**src/rtl/qmr_pkg.sv**
```systemverilog
// qmr_pkg: shared types and constants of the quaternion multiply / rotate block
// no dependencies; used by every module under rtl
`default_nettype none

package qmr_pkg;

  // Q15.16 component and its derived widths
  localparam int COMP_W = 32;
  localparam int FRAC_W = 16;
  localparam int PROD_W = 2 * COMP_W;
  localparam int TERM_W = PROD_W - FRAC_W;
  localparam int SUM_W  = TERM_W + 2;

  // operation kinds
  localparam logic [1:0] KIND_MUL  = 2'd0;
  localparam logic [1:0] KIND_ROT  = 2'd1;
  localparam logic [1:0] KIND_RROT = 2'd2;
  localparam logic [1:0] KIND_NONE = 2'd3;

  typedef logic signed [COMP_W-1:0] comp_t;
  typedef logic signed [TERM_W-1:0] term_t;
  typedef logic signed [SUM_W-1:0]  sum_t;

  // component order: w, x, y, z
  typedef comp_t quat_t [4];
  // term [i][j] = p[i] * q[j], already shifted right by the fraction width
  typedef term_t terms_t [4][4];

  localparam comp_t COMP_MAX = 32'sh7fff_ffff;
  localparam comp_t COMP_MIN = 32'sh8000_0000;
  localparam sum_t  SUM_MAX  = SUM_W'(COMP_MAX);
  localparam sum_t  SUM_MIN  = SUM_W'(COMP_MIN);

endpackage

`default_nettype wire

```
**src/rtl/qmr_sum_stage.sv**
```systemverilog
// qmr_sum_stage: Hamilton sums of the product terms, saturated and registered
// depends on qmr_pkg
`default_nettype none

module qmr_sum_stage
  import qmr_pkg::*;
(
  input  logic       clk,
  input  logic       en,
  input  terms_t     terms,
  output quat_t      sum_r,
  output logic [3:0] sat_r
);

  sum_t s [4];

  // Hamilton product signs
  always_comb begin
    s[0] = SUM_W'(terms[0][0]) - SUM_W'(terms[1][1])
         - SUM_W'(terms[2][2]) - SUM_W'(terms[3][3]);
    s[1] = SUM_W'(terms[0][1]) + SUM_W'(terms[1][0])
         + SUM_W'(terms[2][3]) - SUM_W'(terms[3][2]);
    s[2] = SUM_W'(terms[0][2]) - SUM_W'(terms[1][3])
         + SUM_W'(terms[2][0]) + SUM_W'(terms[3][1]);
    s[3] = SUM_W'(terms[0][3]) + SUM_W'(terms[1][2])
         - SUM_W'(terms[2][1]) + SUM_W'(terms[3][0]);
  end

  // clip each component to the 32-bit range
  for (genvar k = 0; k < 4; k++) begin : g_sat
    always_ff @(posedge clk) begin
      if (en) begin
        if (s[k] > SUM_MAX) begin
          sum_r[k] <= COMP_MAX;
          sat_r[k] <= 1'b1;
        end else if (s[k] < SUM_MIN) begin
          sum_r[k] <= COMP_MIN;
          sat_r[k] <= 1'b1;
        end else begin
          sum_r[k] <= s[k][COMP_W-1:0];
          sat_r[k] <= 1'b0;
        end
      end
    end
  end

endmodule

`default_nettype wire

```
**config.mk**
```make
export PLATFORM = sky130hd
export DESIGN_NAME = qmr_sum_stage
export DESIGN_NICKNAME = d
export VERILOG_FILES = /design/src/rtl/qmr_pkg.sv /design/src/rtl/qmr_sum_stage.sv
export SDC_FILE = /design/constraint.sdc
export NUM_CORES = 1
export LEC_CHECK = 0
export ABC_AREA = 1
export BUFFER_PORTS_ARGS = -buffer_cell sky130_fd_sc_hd__buf_2
export CAP_MARGIN = 20
export CORE_AREA = 4 4 345 347
export DETAILED_ROUTE_END_ITERATION = 7
export DIE_AREA = 0 0 349 351
export GPL_ROUTABILITY_DRIVEN = 0
export MAX_ROUTING_LAYER = met4
export PLACE_DENSITY = 0.46
export SLEW_MARGIN = 40
export SYNTH_ARGS = -nofsm -noshare
export SYNTH_HDL_FRONTEND = slang
export SYNTH_SLANG_ARGS = --single-unit
```
**constraint.sdc**
```tcl
create_clock -name clk -period 4.9 [get_ports clk]
set_input_delay 0.98 -clock clk [delete_from_list [all_inputs] [get_ports clk]]
set_output_delay 0.98 -clock clk [all_outputs]
set_load 0.05 [all_outputs]
```
Word level (Yosys, flattened, before mapping)
Index checks and enable logic that the tools add are counted.
Word-level totals
  bits in registers: 132
  latch bits: 0
  RAM bits: 0
  ROM bits: 0
  input bits: 770
  output and inout port bits: 132
  word-level logic and storage cells: 36
  memories: 0
Operators by class
  $add $sub $neg: 12
  $mul: 0
  div/mod/pow operators: 0
  magnitude comparators: 8
  equality and inequality tests: 0
  shift operators: 0
  multiplexer cells: 8
  bitwise operators: 0
  reductions and logical operators: 0
Operators by type and width (count)
  $gt 50x32->1 const B: 4
  $lt 50x32->1 const B: 4
  $mux 32: 4
  $add 49x48->50: 2
  $add 50x48->50: 2
  $sub 49x48->50: 2
  $sub 50x48->50: 2
  $add 48x48->49: 2
  $sub 48x48->49: 2
  $mux 1: 4

Depth between registers and ports, before layout
  word-level depth: 5
  gate-level depth with buffers: 27
  depth with buffers taken out: 26

Worst setup path before layout
Ideal clock, no wire load.
  path type: in2reg
  from: input terms[49] in the netlist's numbering
  to: register sat_r[1] (data pin)
  library setup time: 255 ps
  arrival: 4174 ps
  required time: 4645 ps
  path slack: 471 ps
  cell stages on the path: 21
  path buffers: 1
  cell sequence: inv_1 fa_1 inv_1 fa_1 inv_1 ha_1 fa_1 nand3_1 nand3_1 nand2_1 nand2_1 nand2_1 nand3_1 a21oi_1 xor2_1 nand2_1 nor2_1 nand4_1 nand2_2 buf_4 nand2_1
Between the ends
  cells in the longest elaborated chain, start to end: 3
  elaborated cells between the ends (all ways): 4
  those cells by class: 1 x add/sub; 2 x order compare; 1 x mux
RTL lines
  from (decl): line qmr_sum_stage.sv:10  | input terms_t terms,
  $sub 50x48->50 (*): line qmr_sum_stage.sv:22  | + SUM_W'(terms[2][3]) - SUM_W'(terms[3][2]);
  $lt 50x32->1: line qmr_sum_stage.sv:36  | end else if (s[k] < SUM_MIN) begin
  $mux 1: line qmr_sum_stage.sv:36
  to (signal, indexed assignment): line qmr_sum_stage.sv:35  | sat_r[k] <= 1'b1;
  to (signal, indexed assignment): line qmr_sum_stage.sv:38  | sat_r[k] <= 1'b1;
  to (signal, indexed assignment): line qmr_sum_stage.sv:41  | sat_r[k] <= 1'b0;
  to (decl): line qmr_sum_stage.sv:12  | output logic [3:0] sat_r
Every way passes the cells marked *; elsewhere a longest branch is shown, timed or not.
A chain may end at the register's enable or synchronous reset.

Worst setup path after layout
  from: input terms[43] in the netlist's numbering
  to: register sum_r[98] in the netlist's numbering (data pin)
Between the ends
  cells in the longest elaborated chain, start to end: 3
  elaborated cells between the ends (all ways): 4
  those cells by class: 1 x add/sub; 2 x order compare; 1 x mux
RTL lines
  $sub 50x48->50 (*): line qmr_sum_stage.sv:20  | - SUM_W'(terms[2][2]) - SUM_W'(terms[3][3]);
  $lt 50x32->1: line qmr_sum_stage.sv:36
  $mux 32: line qmr_sum_stage.sv:36
  to (signal, indexed assignment): line qmr_sum_stage.sv:40  | sum_r[k] <= s[k][COMP_W-1:0];
  to (decl): line qmr_sum_stage.sv:11  | output quat_t sum_r,
Marked as above.

==> summary.txt <==
Result of the run -> completed
Final-report setup violation count -> 0
Via density per instance -> 4.31
Ranking of synthesized cells by area -> sky130_fd_sc_hd__fa_1 23%, sky130_fd_sc_hd__inv_1 21%, sky130_fd_sc_hd__nand2_1 19%
Synth-to-Final Area Change -> 26.5%
Unrepaired setup endpoints after global routing -> no
Power Internal -> 8.86 mW
Postcts setup bufs -> 0
Total power draw -> 21.1 mW
Relative max-transition margin -> 0.457
Synth Area in Adders -> 0.302
Netlist cell types -> 39
Number of cells produced by synthesis -> 5418
Combinational family with the most area after synthesis -> adder cells
Switching Fraction -> 0.581
Number of endpoints with negative hold slack in the final report -> 0
Wire length of the first global-routing pass -> 202000 um
Top Metal Used -> met4
Leak Pwr -> 26.8 nW
Type of the most critical hold path -> in2reg
Max Clk Rate -> 218 MHz
Cell with the largest stage delay on the worst path -> sky130_fd_sc_hd__fa_1
Share of flip-flops with an asynchronous set or reset -> 0
Aggregate global-route resource usage -> 0.223
Residual DRC count -> 0
Cell Count Post-Placement -> 8077
Synthesized flop and latch total -> 132
Total gr overflow -> 0
Number of design-rule violations left by the first detailed-router iteration -> 2254
Bufs on Longest Clock Path -> 2
Post-layout nets -> 7927
Seq pwr share -> 0.112
Placed cell area -> 42100 um^2
Most frequently used flop master after synthesis -> sky130_fd_sc_hd__edfxtp_1
Cell at the root of the clock tree -> sky130_fd_sc_hd__clkbuf_16
Final Instance Area -> 42800 um^2
H-Tree Depth -> 4
Clock input transition at the sequential cells of the worst setup and hold paths -> 0.06 ns
Final worst-path cycle share -> 0.938
Largest net degree at the start of global routing -> 71
Post-synthesis cell type with the largest combined area -> sky130_fd_sc_hd__fa_1
Area of the mapped netlist -> 33900 um^2
Wire length on met3 -> 8710 um
Remaining antenna violation count -> 0
Largest fanout of any net on the critical path -> 9
Clock period minus final worst setup slack -> 4.60 ns
Synth Area in XOR/XNOR -> 0.0344
Hold-critical path endpoint -> sum_r[117]
Sequential element share of the synthesized area -> 0.117
Initial antenna violation count -> 21
Crit path max-delay family -> simple AND/OR/NAND/NOR gates
Post-Synthesis Net Count -> 6773
I/O pins -> 902
Total vias in the final route -> 35017
Detailed route wirelength on metal2 -> 63600 um
Initial standard-cell utilization of the core -> 0.292
Endpoint required time on the critical path -> 5.14 ns
CTS buffer count -> 17
Clock sinks -> 132
Number of flops mapped to enable cells by yosys -> 132
Worst vdd ir -> 0.263 mV
Site Rows -> 125
Synth Warn # -> 0
Min-Delay Path Depth -> 1
Pwr/cell area -> 493 nW/um^2
Number of pins exceeding their max-slew limit in the final report -> 0
CTS-repair resized insts -> 0
Sort of element at the start of the critical path -> primary input
Final instance count without filler cells -> 8120
Total routed wirelength -> 136000 um
Width of the die -> 349 um
Most frequent CP cell -> sky130_fd_sc_hd__nand2_1
CORE AREA -> 116000 um^2
Clock tree from TritonCTS -> yes
Most frequently used cell type in the post-synthesis netlist -> sky130_fd_sc_hd__inv_1
Post-DR wirelength/cell -> 16.7 um
Cell types with the highest counts after synthesis -> 1861 x sky130_fd_sc_hd__inv_1, 1683 x sky130_fd_sc_hd__nand2_1, 388 x sky130_fd_sc_hd__fa_1
Hold Slack -> 1.06 ns
Proportion of netlist area held by the largest area contributor -> 0.229
Estimated wirelength of the detail-placed design -> 125000 um
# hold bufs at CTS -> 0
Cell-by-cell trace of the critical path -> buf_2 -> inv_1 -> fa_1 -> fa_1 -> ha_1 -> nand2_1 -> nor2_1 -> inv_1 -> nor2_1 -> nand2_1 -> nor3_1 -> nand2_1 -> nand4_1 -> nand2_1 -> nand3b_1 -> nor2_1 -> nand2_1 -> nand2_4 -> buf_4 -> nand2_1
TritonRoute pass-1 iters -> 6
Mux cell area share after synthesis -> 0
Type of the worst setup path -> in2reg
Height of the die -> 351 um
Post-Synthesis Mean Instance Area -> 6.25 um^2
Met1 layer wirelength in the final routing -> 60200 um
Crit path buffers/inverters -> 4
Critical path data arrival time -> 4.84 ns
Switching Power -> 12.3 mW
IO Port Bufs -> 901
Vias in the first global route -> 35018
Largest incremental delay on the critical path -> 0.62 ns
Share of total power in combinational logic -> 0.812
Complex-gate fraction of the synthesized area -> 0.0451
Portion of total power attributed to the clock network -> 0.076
Start point of the worst min-delay path -> en
Critical path endpoint category -> flop
Max_cap viols -> 0
Fraction of the mapped netlist area in simple logic gates -> 0.287
Tightest Pin Transition -> 0.814 ns
Share of layout cells above drive strength 1 -> 0.191
Area of the die -> 122000 um^2
power groups by stage:
stage                     clock network (mW)  registers [mW]  logic (mW)
after floorplan                            0            4.41        8.83
after global placement                     0            2.38        17.2
after detailed placement                   0            2.39        17.1
after CTS                               1.66            2.38        17.2
after global routing                    1.69            2.41        19.0
final                                   1.61            2.36        17.1
cells in the final DEF (no fill, tap or decap), types with 12 or more instances in the layout:
master / n
sky130_fd_sc_hd__buf_4: 247
sky130_fd_sc_hd__nor2_2: 13
sky130_fd_sc_hd__inv_1: 1861
sky130_fd_sc_hd__nor2_1: 360
sky130_fd_sc_hd__o21ai_0: 55
sky130_fd_sc_hd__ha_1: 197
sky130_fd_sc_hd__xnor2_1: 43
sky130_fd_sc_hd__nor3_1: 34
sky130_fd_sc_hd__xor2_1: 85
sky130_fd_sc_hd__o21bai_1: 26
sky130_fd_sc_hd__a21oi_1: 181
sky130_fd_sc_hd__fa_1: 388
sky130_fd_sc_hd__clkbuf_16: 17
sky130_fd_sc_hd__edfxtp_1: 132
sky130_fd_sc_hd__diode_2: 12
sky130_fd_sc_hd__nand3_1: 154
sky130_fd_sc_hd__buf_2: 900
sky130_fd_sc_hd__nand2_2: 34
sky130_fd_sc_hd__nand2_1: 1683
sky130_fd_sc_hd__and2_1: 13
sky130_fd_sc_hd__nand4_1: 77
how the worst max path moves through the flow:
| stage | startpoint | end | slack (ns) | depth (start not counted) |
|---|---|---|---|---|
| after detailed placement | terms[43] | sum_r[98] | -0.17 | 20 |
| after global routing | terms[145] | sum_r[6] | 0.07 | 22 |
| final | terms[43] | sum_r[98] | 0.30 | 20 |
| after CTS | terms[43] | sum_r[98] | 0.37 | 20 |
| after floorplan | terms[49] | sat_r[1] | 0.47 | 21 |
| after global placement | terms[43] | sum_r[97] | -0.18 | 20 |
kinds of logic after synthesis:
group | Yosys count
simple gates | 2396
flops | 132
compound gates | 283
fa+ha+maj | 585
xor+xnor | 130
buf+inv | 1892
per-layer routing:
metal | up-vias | GRT usage
met5 | - | -
met4 | 0 | 0.0572
met3 | 143 | 0.0350
met2 | 1096 | 0.365
met1 | 16015 | 0.289
li1 | 17763 | -
flip-flops by register name, summed over array words and instances (netlist names):
signal  flops
sum_r     128
sat_r       4
through the flow:
stage / util / TNS, ns / setup slack, ns
after global placement: 0.363 / -7.16 / -0.176
after floorplan: - / 0 / 0.471
final: 0.369 / 0 / 0.304
after CTS: 0.369 / 0 / 0.371
after global routing: 0.369 / 0 / 0.0748
after detailed placement: 0.363 / -9.11 / -0.169
layout make-up:
type | count | area (um^2)
multi-input combinational | 3394 | 22600
fill | 13068 | 73100
inverter | 1868 | 7010
clock buffer | 18 | 429
tap | 1524 | 1910
sequential | 132 | 3960
timing repair buffer | 1159 | 6590
antenna | 12 | 30.0
clock inverter | 13 | 255
Note: power is estimated with default switching activity, not from simulation.
